**config.mk**
```make
export PLATFORM = sky130hd
export DESIGN_NAME = pgna_scan
export DESIGN_NICKNAME = d
export VERILOG_FILES = /design/src/sv/pgna_pkg.sv /design/src/sv/pgna_scan.sv
export SDC_FILE = /design/constraint.sdc
export NUM_CORES = 1
export LEC_CHECK = 0
export BUFFER_PORTS_ARGS = -buffer_cell sky130_fd_sc_hd__buf_2
export CORE_ASPECT_RATIO = 1.4
export CORE_MARGIN = 5
export CORE_UTILIZATION = 51
export DETAILED_ROUTE_END_ITERATION = 7
export PLACE_DENSITY = 0.82
export SYNTH_ARGS = -nofsm -noshare
export SYNTH_HDL_FRONTEND = slang
export SYNTH_SLANG_ARGS = --single-unit
```
**constraint.sdc**
```tcl
create_clock -name clock -period 3.07 [get_ports clock]
set_input_delay 0.307 -clock clock [delete_from_list [all_inputs] [get_ports clock]]
set_output_delay 0.307 -clock clock [all_outputs]
set_load 0.01 [all_outputs]
```
**src/sv/pgna_pkg.sv**
```systemverilog
// ---------------------------------------------------------------------------
// pgna_pkg
// shared types and constants of the particle grid node assignment unit
// ---------------------------------------------------------------------------
package pgna_pkg;

   // register indexes of the csr port
   localparam logic [2:0] CSR_ORIGIN_X  = 3'd0;
   localparam logic [2:0] CSR_ORIGIN_Y  = 3'd1;
   localparam logic [2:0] CSR_SPACING_X = 3'd2;
   localparam logic [2:0] CSR_SPACING_Y = 3'd3;
   localparam logic [2:0] CSR_RADIUS    = 3'd4;
   localparam logic [2:0] CSR_NODES_X   = 3'd5;
   localparam logic [2:0] CSR_NODES_Y   = 3'd6;

   localparam logic [10:0] NODE_LIMIT = 11'd1024;

   // number of root steps, one per pipeline stage
   localparam int SQRT_STEPS = 32;

   typedef struct packed {
      logic signed [31:0] origin_x;
      logic signed [31:0] origin_y;
      logic [30:0]        spacing_x;
      logic [30:0]        spacing_y;
      logic [10:0]        nodes_x;
      logic [10:0]        nodes_y;
      logic [61:0]        radius_sq;
   } cfg_type;

   // one candidate node as it leaves the window scanner
   typedef struct packed {
      logic               valid;
      logic               end_run;
      logic signed [34:0] node_i;
      logic signed [34:0] node_j;
      logic [31:0]        px;
      logic [31:0]        py;
      logic [19:0]        pid;
   } cand_type;

   // control and identity that travel with a candidate
   typedef struct packed {
      logic        valid;
      logic        hit;
      logic        end_run;
      logic [9:0]  node_i;
      logic [9:0]  node_j;
      logic [19:0] pid;
   } tag_type;

endpackage

```
**src/sv/pgna_scan.sv**
```systemverilog
// ---------------------------------------------------------------------------
// pgna_scan
// window scanner, one candidate node per cycle while enabled, rows outer
// ---------------------------------------------------------------------------
module pgna_scan #(
   parameter int WINDOW_REACH = 3
) (
   input  logic               clock,
   input  logic               reset,
   input  logic               en,
   input  logic               load,
   input  logic signed [33:0] ci,
   input  logic signed [33:0] cj,
   input  logic [31:0]        px,
   input  logic [31:0]        py,
   input  logic [19:0]        pid,
   output logic               ready,
   output pgna_pkg::cand_type cand
);
   import pgna_pkg::*;

   localparam int WIDTH = 2 * WINDOW_REACH + 2;
   localparam int CW    = $clog2(WIDTH);

   logic               active_ff, active_in;
   logic [CW-1:0]      cnt_i_ff, cnt_i_in;
   logic [CW-1:0]      cnt_j_ff, cnt_j_in;
   logic signed [33:0] ci_ff, cj_ff;
   logic [31:0]        px_ff, py_ff;
   logic [19:0]        pid_ff;
   logic               last_i, last, step;

   assign last_i = cnt_i_ff == CW'(WIDTH - 1);
   assign last   = last_i && (cnt_j_ff == CW'(WIDTH - 1));
   assign step   = en && active_ff;
   assign ready  = !active_ff || (step && last);

   always_comb begin
      active_in = active_ff | load;
      cnt_i_in  = cnt_i_ff;
      cnt_j_in  = cnt_j_ff;
      if (step) begin
         if (last) begin
            active_in = load;
            cnt_i_in  = '0;
            cnt_j_in  = '0;
         end else if (last_i) begin
            cnt_i_in = '0;
            cnt_j_in = cnt_j_ff + CW'(1);
         end else begin
            cnt_i_in = cnt_i_ff + CW'(1);
         end
      end
   end

   always_ff @(posedge clock) begin
      if (reset) begin
         active_ff <= 1'b0;
         cnt_i_ff  <= '0;
         cnt_j_ff  <= '0;
      end else begin
         active_ff <= active_in;
         cnt_i_ff  <= cnt_i_in;
         cnt_j_ff  <= cnt_j_in;
      end
      if (load) begin
         ci_ff  <= ci;
         cj_ff  <= cj;
         px_ff  <= px;
         py_ff  <= py;
         pid_ff <= pid;
      end
   end

   always_comb begin
      cand.valid   = active_ff;
      cand.end_run = last;
      cand.node_i  = {ci_ff[33], ci_ff} + 35'(cnt_i_ff) - 35'(WINDOW_REACH);
      cand.node_j  = {cj_ff[33], cj_ff} + 35'(cnt_j_ff) - 35'(WINDOW_REACH);
      cand.px      = px_ff;
      cand.py      = py_ff;
      cand.pid     = pid_ff;
   end

endmodule

```
---- Word-level counts from Yosys, hierarchy flattened ----
Index checks and enable logic that the tools add are counted.
cells by class
  add/sub/neg operators ................... 6
  bitwise gates (word level) .............. 1
  equal/unequal tests ..................... 2
  mux-type cells .......................... 6
  reduce and logical (&&, ||, !) cells .... 7
operator list
  operator                 count
  $add A34 B4 Y35          2
  $sub A35 B2 Y35 const B  2
  $mux W3                  4
  $add A3 B1 Y3 const B    2
  $eq A3 B3 Y1 const B     2
  $logic_and A1 B1 Y1      3
  $mux W1                  2
  $reduce_and A2 Y1        1
  $reduce_bool A2 Y1       1
  $logic_not A1 Y1         1
  $logic_or A1 B1 Y1       1
  $or A1 B1 Y1             1
storage, ports and cells
  bits of input ports ..................... 156
  register bits after elaboration ......... 159

---- Depth between registers and ports, before layout ----
  depth in word-level cells ............... 4
  mapped depth ............................ 13
  depth with buffers taken out ............ 13

---- Worst setup path after synthesis ----
Ideal clock, no wire load.
  path type ............................... register to output
  from .................................... register cj_ff[1]
  to ...................................... output port cand[115] (netlist name)
  cell stages (with the launch flop) ...... 12
  arrival time ............................ 2,575 ps
  path slack .............................. 188 ps
  buffers on the path ..................... 0
  path through ............................ edfxtp_1 -> ha_1 -> ha_1 -> inv_1 -> fa_1 -> nor2b_1 -> o31a_4 -> o2111ai_2 -> a21oi_4 -> nand3_1 -> a221o_1 -> xnor2_1
RTL lines
  element                   RTL line         source
  start: declaration        pgna_scan.sv:28  logic signed [33:0] ci_ff, cj_ff;
  start signal: assignment  pgna_scan.sv:68  cj_ff <= cj;
  end: declaration          pgna_scan.sv:18  output pgna_pkg::cand_type cand

==> results.json <==
{
  "status": "finished with violations",
  "violations": "setup timing",
  "portBuffers": 312,
  "setup_ws_ps": -358,
  "path_clk_slew_ps": 90,
  "synth_flop_cell": "edfxtp_1",
  "cts_root_buf": "clkbuf_16",
  "clkSinkCount": 159,
  "max-slew-margin-rel_pct": 59.2,
  "vias_per_cell": 5.39,
  "die_x_um": 123,
  "io_pins": 313,
  "leakagePower_uw": 0.00560,
  "cts_tree": "built",
  "r2r_cells": 8,
  "synth_xor_area_share_pct": 5.57,
  "synth_top_area_share_pct": 50.1,
  "grt_overflow_total": 0,
  "hold_viol": 0,
  "final_common_cell": "buf_2",
  "rsz0062_at_grt": "true",
  "drc": 0,
  "start_util_pct": 52.1,
  "fin_skew_ps": 16.8,
  "fin_crit_sh_pct": 112,
  "numPlacedInstances": 1350,
  "synth_top_family_by_area": "compound AO/OA/AOI/OAI gates",
  "power_density_nw_per_um2": 585,
  "fmax_ghz": 0.292,
  "grt_max_degree": 65,
  "synth-compound-area-share_pct": 16.4,
  "gp_congestion": 0.943,
  "min_from": "ci[12]",
  "criticalPathCategory": "flop to output port",
  "grt_pass1_vias": 7780,
  "tightest_slew_ps": 612,
  "hold_path.class": "input port to flop",
  "htree_levels": 4,
  "muxShareOfSynthArea_pct": 0,
  "worstPathCellList": "ha_4 -> ha_4 -> inv_2 -> fa_2 -> nor2b_2 -> o31a_4 -> o2111ai_4 -> a21oi_4 -> nand3_2 -> o311ai_2 -> xor2_1 -> buf_2",
  "setup_viol_count_final": 35,
  "whs_endpoint": "ci_ff[12]",
  "fillers": 1208,
  "area_delta_synth_final_pct": 37.9,
  "r2r_slack_ps": 1580,
  "worstSetupStartpointType": "flop",
  "critPathArrivalTime_ps": 3120,
  "dp_hpwl_mm": 19.5,
  "fin_crit_ps": 3430,
  "die_h_um": 168,
  "cp_common_cell": "ha_4",
  "synth_area_leaders": "edfxtp_1 50%, ha_1 11%, inv_1 4.2%, xnor2_1 3.5%, a21oi_1 3.4%",
  "synth_adder_area_share_pct": 11.0,
  "ys_seq_area_share_pct": 51.7,
  "grt_first_pass_wirelength_mm": 39.2,
  "yosys.area.top_type": "edfxtp_1",
  "crit_fanout": 4,
  "hold_depth": 1,
  "track_usage_pct": 24.2,
  "wl_per_cell_um": 18.6,
  "place_area_um2": 11000,
  "rr_startpoint": "cnt_i_ff[0]",
  "max_stage_delay_ps": 420,
  "stdcell_area_um2": 12500,
  "syn_inst": 801,
  "row_count": 57,
  "clk-insertion-delay-late_ps": 430,
  "cp-end-kind": "output port",
  "vias": 7636,
  "maxCapViolations": 0,
  "final_net_count": 1401,
  "syn_nets": 1036,
  "fp.dieArea_um2": 20700,
  "ir_drop_mv": 0.594,
  "layout_common_cells": "311 x buf_2, 152 x edfxtp_1, 92 x inv_1",
  "firstDrtPassIters": 5,
  "cp_num_buf_inv": 2,
  "layout.cells.non_filler": 1418,
  "synthSimpleGateAreaFrac_pct": 9.90,
  "avgSynthCellArea_um2": 11.4,
  "critical-path-top-delay-family": "compound AO/OA/AOI/OAI gates",
  "synth-edff-count": 152,
  "core_um2": 17500,
  "ys_ff_latch": 159,
  "crit_slowest_cell": "edfxtp_1",
  "totalWireLength_mm": 26.4,
  "drt_iter0_markers": 639,
  "cp.required_ps": 2760,
  "ant_nets": 0,
  "synth_cell_types": 76,
  "cts_buffers": 17,
  "rr_endpoint": "active_ff",
  "drive_gt1_share_pct": 45.5,
  "syn_area_um2": 9100,
  "clk_path_buf_depth": 2,
  "slew_viol_final": 0,
  "yosys_warnings": 0,
  "synthArstFlopShare_pct": 0,
  "antenna_found_initial": 5
}
==> state kept, by name (all words and copies together) (netlist names) <==
name and count:
ci_ff 34, cj_ff 34, px_ff 32, py_ff 32, pid_ff 20, cnt_i_ff 3
cnt_j_ff 3, active_ff 1
==> timing repair <==
item,CTS,global route
gates resized for setup,58,79
setup endpoints to repair,47,52
hold buffers,0,0
buffers inserted,22,17
pin swaps,31,47
cloned,0,0
==> synthesized netlist by cell type, types with 3 or more instances <==
master	count
buf_4	3
a21oi_1	62
a21oi_2	5
edfxtp_1	152
a21o_1	14
inv_1	102
nor2b_1	4
nor3b_1	4
o211ai_1	9
xnor2_1	36
nand3_1	21
a31oi_1	11
a211oi_1	7
and3_1	5
dfxtp_1	7
o21ai_2	4
a221oi_2	4
a221o_1	3
ha_1	77
o21bai_1	9
xor2_1	20
nand2_1	56
buf_2	9
o21a_1	5
nor2_1	45
o21ai_0	17
nor3_1	10
nand2b_1	6
nand4_1	8
a21boi_1	4
o21ai_1	16
a41oi_1	3
clkbuf_1	5
==> layer usage <==
layer  up-vias  wire, um  GRT usage (%)
met5         -        21              0
met4         4       974           9.60
met3        74      1760           6.04
met2       325     14400           45.1
met1      3585      9240           25.6
li1       3648         -              -
==> worst max-delay path by stage <==
stage               from         to  depth (start not counted)
2_1_floorplan   cj_ff[1]  cand[115]                         11
3_3_place_gp    cj_ff[1]  cand[115]                         12
3_5_place_dp    cj_ff[1]  cand[115]                         12
4_1_cts         cj_ff[1]  cand[115]                         12
5_1_grt        ci_ff[17]  cand[152]                          9
6_report        cj_ff[1]  cand[107]                         12
==> stage by stage <==
stage | worst slack [ps] | setup TNS, ps | power, uW | hold WS (ps) | util, %
2_1_floorplan | 188 | 0 | 3990 | 376 | -
3_3_place_gp | -5.99 | -5.99 | 4770 | 483 | 63.1
3_5_place_dp | -64.4 | -92.4 | 4800 | 485 | 63.1
4_1_cts | -397 | -6710 | 7180 | 29.8 | 69.3
5_1_grt | -493 | -11690 | 7700 | 19.3 | 71.8
6_report | -358 | -5970 | 7350 | 44.0 | 71.8
==> power by group <==
| group | switching, uW | internal, uW |
|---|---|---|
| Clock | 1080 | 1140 |
| Sequential | 66.3 | 2560 |
| Combinational | 1410 | 1090 |
| Total | 2550 | 4790 |
==> cells by family (layout without fill, tap and decap cells) <==
family	count (synthesis)	count (layout)
other cells	0	3
xor+xnor	57	57
simple gates	179	179
compound gates	205	205
fa+ha+maj	79	79
buf+inv	122	500
flops	159	159
==> area by class of cell <==
class | instances | area (um^2) | share of cell area (%)
flip-flops and latches | 159 | 4710 | 37.5
multi-input cells | 520 | 4480 | 35.7
inverters | 102 | 388 | 3.09
repair buffers | 366 | 2030 | 16.2
diodes | 3 | 7.51 | 0.0598
well taps | 236 | 295 | 2.35
clock buffers | 17 | 425 | 3.39
clock inverters | 15 | 216 | 1.72
Power figures use the tool's default switching activity.
