### config.mk
export PLATFORM = sky130hd
export DESIGN_NAME = pgna_div
export DESIGN_NICKNAME = d
export VERILOG_FILES = /design/src/sv/pgna_div.sv
export SDC_FILE = /design/constraint.sdc
export NUM_CORES = 1
export LEC_CHECK = 0
export BUFFER_PORTS_ARGS = -buffer_cell sky130_fd_sc_hd__clkbuf_2
export CAP_MARGIN = 20
export CORE_ASPECT_RATIO = 2
export CORE_UTILIZATION = 45
export DETAILED_ROUTE_END_ITERATION = 8
export GPL_TIMING_DRIVEN = 0
export PLACE_DENSITY = 0.64
export SYNTH_ARGS = -nofsm -noshare
export SYNTH_HDL_FRONTEND = slang
export SYNTH_SLANG_ARGS = --single-unit
### constraint.sdc
create_clock -name clock -period 4.78 [get_ports clock]
set_input_delay 1.195 -clock clock [delete_from_list [all_inputs] [get_ports clock]]
set_output_delay 1.195 -clock clock [all_outputs]
set_load 0.005 [all_outputs]
### src/sv/pgna_div.sv
// ---------------------------------------------------------------------------
// pgna_div
// serial floor division of a signed offset by a positive spacing
// ---------------------------------------------------------------------------
module pgna_div (
   input  logic               clock,
   input  logic               reset,
   input  logic               start,
   input  logic signed [32:0] num,
   input  logic [30:0]        den,
   input  logic               take,
   output logic               idle,
   output logic               done,
   output logic signed [33:0] quot
);
   localparam int STEPS = 33;

   logic              busy_ff, busy_in;
   logic              done_ff, done_in;
   logic [5:0]        cnt_ff, cnt_in;
   logic              neg_ff, neg_in;
   logic [32:0]       numr_ff, numr_in;
   logic [30:0]       rem_ff, rem_in;
   logic [32:0]       quo_ff, quo_in;
   logic [30:0]       den_ff, den_in;
   logic [33:0]       res_ff, res_in;
   logic [31:0]       trial;
   logic              ge;
   logic [33:0]       ures;

   always_comb begin
      busy_in = busy_ff;
      done_in = done_ff;
      cnt_in  = cnt_ff;
      neg_in  = neg_ff;
      numr_in = numr_ff;
      rem_in  = rem_ff;
      quo_in  = quo_ff;
      den_in  = den_ff;
      res_in  = res_ff;
      trial   = {rem_ff, numr_ff[32]};
      ge      = trial >= {1'b0, den_ff};
      ures    = '0;
      if (take) begin
         done_in = 1'b0;
      end
      if (start) begin
         busy_in = 1'b1;
         cnt_in  = '0;
         neg_in  = num[32];
         numr_in = num[32] ? 33'(-num) : 33'(num);
         rem_in  = '0;
         quo_in  = '0;
         den_in  = (den == '0) ? 31'd1 : den;
      end else if (busy_ff) begin
         rem_in  = ge ? 31'(trial - {1'b0, den_ff}) : trial[30:0];
         quo_in  = {quo_ff[31:0], ge};
         numr_in = {numr_ff[31:0], 1'b0};
         cnt_in  = cnt_ff + 6'd1;
         if (cnt_ff == 6'(STEPS - 1)) begin
            busy_in = 1'b0;
            done_in = 1'b1;
            ures    = {1'b0, quo_in};
            if (!neg_ff) begin
               res_in = ures;
            end else if (rem_in != '0) begin
               res_in = ~ures;
            end else begin
               res_in = -ures;
            end
         end
      end
   end

   always_ff @(posedge clock) begin
      if (reset) begin
         busy_ff <= 1'b0;
         done_ff <= 1'b0;
         cnt_ff  <= '0;
      end else begin
         busy_ff <= busy_in;
         done_ff <= done_in;
         cnt_ff  <= cnt_in;
      end
      neg_ff  <= neg_in;
      numr_ff <= numr_in;
      rem_ff  <= rem_in;
      quo_ff  <= quo_in;
      den_ff  <= den_in;
      res_ff  <= res_in;
   end

   assign idle = !busy_ff && !done_ff;
   assign done = done_ff;
   assign quot = res_ff;

endmodule

**After elaboration in Yosys (flattened, before gate mapping)**

Cells that the tools add are included.

- Register bits: 170

- Add/sub/neg operators: 4
- Order comparisons: 1
- Eq/ne operators: 1
- Mux-type cells: 13
- Bitwise gates (word level): 2
- Reduce and logical (&&, ||, !) cells: 8

Operator list:

| kind | number |
|---|---|
| 33-bit 2-to-1 mux | 4 |
| 34-bit 2-to-1 mux | 1 |
| 33-bit negation with 34-bit output | 1 |
| 33-bit inverter with 34-bit output | 1 |
| 33-bit negation | 1 |
| 32-bit by 31-bit >= comparator with 1-bit output | 1 |
| 31-bit zero test | 1 |
| 31-bit 2-to-1 mux | 1 |
| 31-bit nonzero test | 1 |
| 31-bit subtractor | 1 |
| 1-bit 2-to-1 mux | 7 |
| 6-bit by 1-bit adder with 6-bit output (second input constant) | 1 |
| 6-bit equality test (second input constant) | 1 |
| 3-bit AND reduction | 1 |
| 1-bit zero test | 2 |
| 2-bit nonzero test | 1 |
| 2-bit OR reduction | 1 |
| 1-bit logical AND | 1 |
| 1-bit inverter | 1 |

**Depth between registers and ports, before layout**

- Word-level depth: 5
- Mapped depth: 21
- Mapped depth without buffers: 17

**Worst setup path after synthesis**

Ideal clock, no wire load.

- Kind: register to register
- Start: register den_ff[9]
- End: register res_ff[26] (netlist: quot[26]) (data pin)
- Setup time: 0.258 ns
- Arrival: 4.221 ns
- Data required time: 4.522 ns
- Setup slack: 0.300 ns
- Stages on the path, launching flop included: 22
- Clock period less this slack: 4.480 ns
- Cells stage by stage: edfxtp_1 inv_1 ha_1 buf_2 a21oi_1 o21ai_0 o211ai_1 nand4_1 a211o_1 buf_4 inv_2 buf_2 buf_1 ha_1 inv_1 or3_1 or3_1 or3_1 buf_1 or4_1 o21ai_1 xnor2_1

- Longest elaborated chain between the ends: 5
- Elaborated cells on any way between the ends: 7
- Classes of those cells: 2 x add/sub; 1 x order compare; 3 x mux; 1 x reduce/logical

RTL lines:

| item | RTL line | text |
|---|---|---|
| start: declaration | 25 | `logic [30:0] den_ff, den_in;` |
| start signal: assignment | 89 | `den_ff <= den_in;` |
| parallel branches: the longest is 3 deep, another holds 33-bit negation with 34-bit output | - |  |
| 34-bit 2-to-1 mux * | 66 | `end else if (rem_in != '0) begin` |
| 33-bit 2-to-1 mux * | 64 | `if (!neg_ff) begin` |
| end signal: assignment | 90 | `res_ff <= res_in;` |
| end: declaration | 26 | `logic [33:0] res_ff, res_in;` |

Every way passes the cells marked *.
A chain may end at the register's enable or synchronous reset.

**Worst setup path after layout**

- Start: register rem_ff[10]
- End: register res_ff[28] (netlist: quot[28]) (data pin)

- Longest elaborated chain between the ends: 5
- Elaborated cells on any way between the ends: 7
- Classes of those cells: 2 x add/sub; 1 x order compare; 3 x mux; 1 x reduce/logical

RTL lines:

| item | RTL line | text |
|---|---|---|
| start: declaration | 23 | `logic [30:0] rem_ff, rem_in;` |
| start signal: assignment | 87 | `rem_ff <= rem_in;` |
| parallel branches: the longest is 3 deep, another holds 33-bit negation with 34-bit output | - |  |
| 34-bit 2-to-1 mux * | 66 |  |
| 33-bit 2-to-1 mux * | 64 |  |

Marked as above.

==> Flow_metrics.wiki <==
{| class="wikitable"
! Metric !! Value
|-
| Result of the run || completed
|-
| Post-Syn Instances || between 1,000 and 1,500
|-
| Hold Path Origin || cnt_ff[5]$_SDFFE_PP0P_
|-
| Flip-flop and latch count after synthesis || 170
|-
| Pwr/cell area || 348.9 nW/µm²
|-
| Launch point of the worst path || rem_ff[10]$_SDFFE_PP0P_
|-
| Endpoint class of the critical path || register
|-
| Critical path start-end classification || register to register
|-
| DR vias || 8,670
|-
| Min setup slack post-route || roughly 77 ps
|-
| Mapped cell area || 10,210 µm²
|-
| Critical path startpoint category || register
|-
| Fin Setup TNS || 0 ps
|-
| Worst Skew || 9.628 ps
|-
| Vias in the first global route || between 8,000 and 9,000
|-
| Share of the yosys chip area belonging to registers || 43.02%
|-
| Hold_buf cts || 0
|-
| # Max-Cap Violations || 0
|-
| Avg Cell Area, Syn || around 9.3 µm²
|-
| Type of the tightest min-delay check || register to register
|-
| Routed Antenna Nets || 0
|-
| Die area || 23,340 µm²
|-
| Hpwl dp || ~23,000 µm
|-
| Number of fill cells in the layout || 2,134
|-
| Maximum achievable frequency || 0.2126 GHz
|-
| Number of placement rows || 77
|-
| Max FO, Critical Path || 21
|-
| CTS clock-pin slew for the worst setup and hold paths || about 70 ps
|-
| Pin count of the biggest net entering global routing || 38
|-
| Vertical die dimension || 215.1 µm
|-
| Detail-routed net length per standard cell || ~19 µm
|-
| Count of routing violations after the opening detailed-route iteration || 259
|-
| Data arrival time of the critical path || 4890 ps
|-
| Ports placed on the boundary || around 100
|-
| P_leak || approximately 0.0046 µW
|-
| Final slew viol count || 0
|-
| Critical Path Slowest Stage Cell || sky130_fd_sc_hd__nor3_1
|-
| Number of buffers between clock root and the deepest sink || 2
|-
| Detailed-route wire length || 28,420 µm
|-
| Clock tree sinks || 170
|-
| CORE AREA || 22,160 µm²
|-
| Area growth from synthesis to layout || 14.53%
|-
| DRC violation count after routing || 0
|-
| Post-CTS Repair Setup Buffers || 0
|-
| Congestion Overflow GR || 0
|-
| Clock latency reported for the late side of the worst-skew pair || 450 ps
|-
| Reg2reg setup slack || approximately 77 ps
|-
| Post-synth EDFFs || 99
|-
| Root buf cell || sky130_fd_sc_hd__clkbuf_16
|-
| Time the final worst path needs with I/O delays and setup || around 4700 ps
|-
| Tot GR Track Use || 25.77%
|-
| Transition time of the tightest slew-check pin || 970.1 ps
|-
| Share of final-layout standard cells stronger than drive strength 1 || ~15%
|-
| IO buf count || 103
|-
| Ratio of final minimum period to clock period || 98.39%
|-
| TritonCTS Buffers || 17
|-
| Count of synthesis-stage warnings from yosys || 0
|-
| Level count of the clock H-tree || 4
|-
| Worst voltage drop across the vdd grid || ~0.23 mV
|-
| Unrepaired setup endpoints after global routing || yes
|-
| Crit path max-delay family || simple AND/OR/NAND/NOR gates
|-
| Iteration count of the initial detailed-routing pass || 6
|-
| Max stage delay on crit path || ~460 ps
|-
| Ordered cell list for the critical path || ha_1 > clkbuf_1 > a21oi_1 > o21ai_0 > o211ai_1 > nand4_1 > a211o_1 > buf_4 > inv_4 > ha_1 > inv_1 > or3_1 > or3_1 > nor3_1 > nand2_1 > o31ai_1 > xnor2_1
|-
| Endpoint of the worst hold-timing path || cnt_ff[5]$_SDFFE_PP0P_
|-
| Most frequently used flop master after synthesis || sky130_fd_sc_hd__edfxtp_1
|-
| Reg-to-reg startpoint || rem_ff[10]$_SDFFE_PP0P_
|-
| Antenna fix cells || 0
|-
| Number of antenna violations at the first check in global routing || 0
|-
| GPL Wtd Cong || ~0.98
|-
| CP bufs+invs || 4
|-
| Vias per cell || 5.749
|-
| Minimum setup slack after placement || -632.0 ps
|-
| Worst-case headroom to the max-slew limit || 35.33%
|-
| Distinct cell type count of the synthesized netlist || 76
|-
| Async set-reset flop share out of synthesis || 0%
|-
| Mapped Nets || approximately 1,200
|-
| Global-route wire length before repair || about 45,000 µm
|-
| Cells on worst reg2reg path || 17
|-
| Setup violation total in the final timing report || 0
|-
| Capturing point of the worst reg2reg path || quot[28]$_DFFE_PP_
|-
| Die W || 108.5 µm
|-
| Number of cells traversed by the worst hold path || 2
|-
| Clock tree from TritonCTS || yes
|-
| Final Hold Vio Count || 0
|-
| Fin nets || approximately 1,300
|-
| Required arrival time at the worst endpoint || 4970 ps
|-
| Initial standard-cell utilization of the core || a little under half
|}
==> layer usage <==
layer	vias to the layer above	global-route usage, %	part of all wire (%)
li1	4230	-	-
met1	4067	23.46	33
met2	262	47.49	55
met3	111	4.307	3.5
met4	0	21.85	9.0
met5	-	0	0
==> layout make-up <==
| class | count | area [µm²] | share of cell area, % |
|---|---|---|---|
| sequential | 170 | 4400 | 37.62 |
| inverter | 51 | 193.9 | 1.658 |
| tap | 276 | 345.3 | 2.952 |
| timing repair buffer | 104 | 543.0 | 4.642 |
| buffer | 91 | 400.4 | 3.423 |
| clock inverter | 12 | 135.1 | 1.155 |
| clock buffer | 20 | 446.7 | 3.819 |
| multi-input combinational | 784 | 5233 | 44.73 |
==> worst max path at each step <==
stage	to	slack, ps	depth (start not counted)
2_1_floorplan	quot[26]$_DFFE_PP_	300	21
3_3_place_gp	quot[26]$_DFFE_PP_	-610	20
3_5_place_dp	quot[26]$_DFFE_PP_	-630	20
4_1_cts	quot[26]$_DFFE_PP_	10	17
5_1_grt	quot[32]$_DFFE_PP_	-30	17
6_report	quot[28]$_DFFE_PP_	80	17
==> what timing repair did <==
item	in CTS	in global routing
resized for setup	2	7
endpoints found under the setup margin	13	28
hold endpoints to repair	0	0
==> tightest hold or removal path, delay by kind of cell (launching register included) <==
kind / cells / cell delay, ps
flops: 1 / 320
compound gates: 2 / 130
==> state kept, by name (all words and copies together) (netlist names) <==
signal	count
numr_ff	33
done	1
busy_ff	1
quot	34
rem_ff	31
cnt_ff	6
neg_ff	1
den_ff	31
quo_ff	32
==> cell usage in the layout, fill, tap and decap left out, drive strengths merged, types with 3 or more instances in the layout <==
master | synthesis | routed
dfxtp | 71 | 71
o211a | 3 | 3
o21a | 4 | 4
o21ai | 49 | 49
o41ai | 16 | 16
nor3b | 3 | 3
clkbuf | 67 | 190
clkinv | 0 | 4
xor2 | 45 | 45
and3 | 3 | 3
a311oi | 4 | 4
or4 | 13 | 13
o211ai | 16 | 16
o31ai | 23 | 23
nand4 | 24 | 24
or3 | 15 | 15
nand3 | 17 | 17
nor4 | 23 | 23
and2 | 4 | 4
nand2b | 9 | 9
ha | 35 | 35
nand2 | 70 | 70
edfxtp | 99 | 99
nor3 | 26 | 26
mux2i | 53 | 53
xnor2 | 44 | 44
a31oi | 4 | 4
inv | 51 | 56
a21o | 8 | 8
o311ai | 3 | 3
buf | 26 | 24
a21oi | 69 | 69
a211oi | 22 | 22
or2 | 5 | 5
o21bai | 4 | 4
o31a | 3 | 3
nor2 | 137 | 137
==> metrics by stage <==
step	utilization, %	instances	total power [µW]	area [µm²]	hold WS, ps
after floorplan	-	1099	2383	10210	453.4
after global routing	52.79	1508	4260	11700	535.3
after global placement	49.98	1478	2686	11070	472.6
final	52.79	1508	4081	11700	494.7
after detailed placement	50.11	1479	2701	11100	490.6
after CTS	52.70	1508	4094	11680	505.0
==> power breakdown <==
| group | switching (µW) | internal (µW) | total [µW] |
|---|---|---|---|
| combinational | 615 | 354 | 969 |
| sequential | 71.9 | 1640 | 1720 |
| clock | 606 | 789 | 1400 |
==> cells in the mapped netlist (all sizes together) (4+ instances only) <==
cell type	count	area share, %
and2	4	0.27
a21oi	69	3.4
nand2	70	2.6
inv	51	1.9
mux2i	53	5.2
o21ai	49	2.4
nand3	17	0.88
buf	26	1.4
nor3	26	1.4
o21bai	4	0.29
xor2	45	3.9
clkbuf	67	2.6
o31ai	23	1.7
nand2b	9	0.62
o41ai	16	1.8
a31oi	4	0.24
ha	35	4.3
nor2	137	5.0
a211oi	22	1.6
xnor2	44	3.8
or2	5	0.31
edfxtp	99	29
o21a	4	0.29
dfxtp	71	14
or4	13	1.1
nor4	23	1.5
o211ai	16	1.2
a21o	8	0.59
nand4	24	1.5
or3	15	0.92
a311oi	4	0.34
==> kinds of logic after synthesis <==
kind of cell / synth area share [%]
DFF: 43.02
muxes: 5.304
xor gates and xnor gates: 7.632
and+or+nand+nor: 17.13
buffers and inverters: 5.917
adders and majority gates: 4.484
AOI/OAI and AO/OA: 16.51
Power figures use the tool's default switching activity.
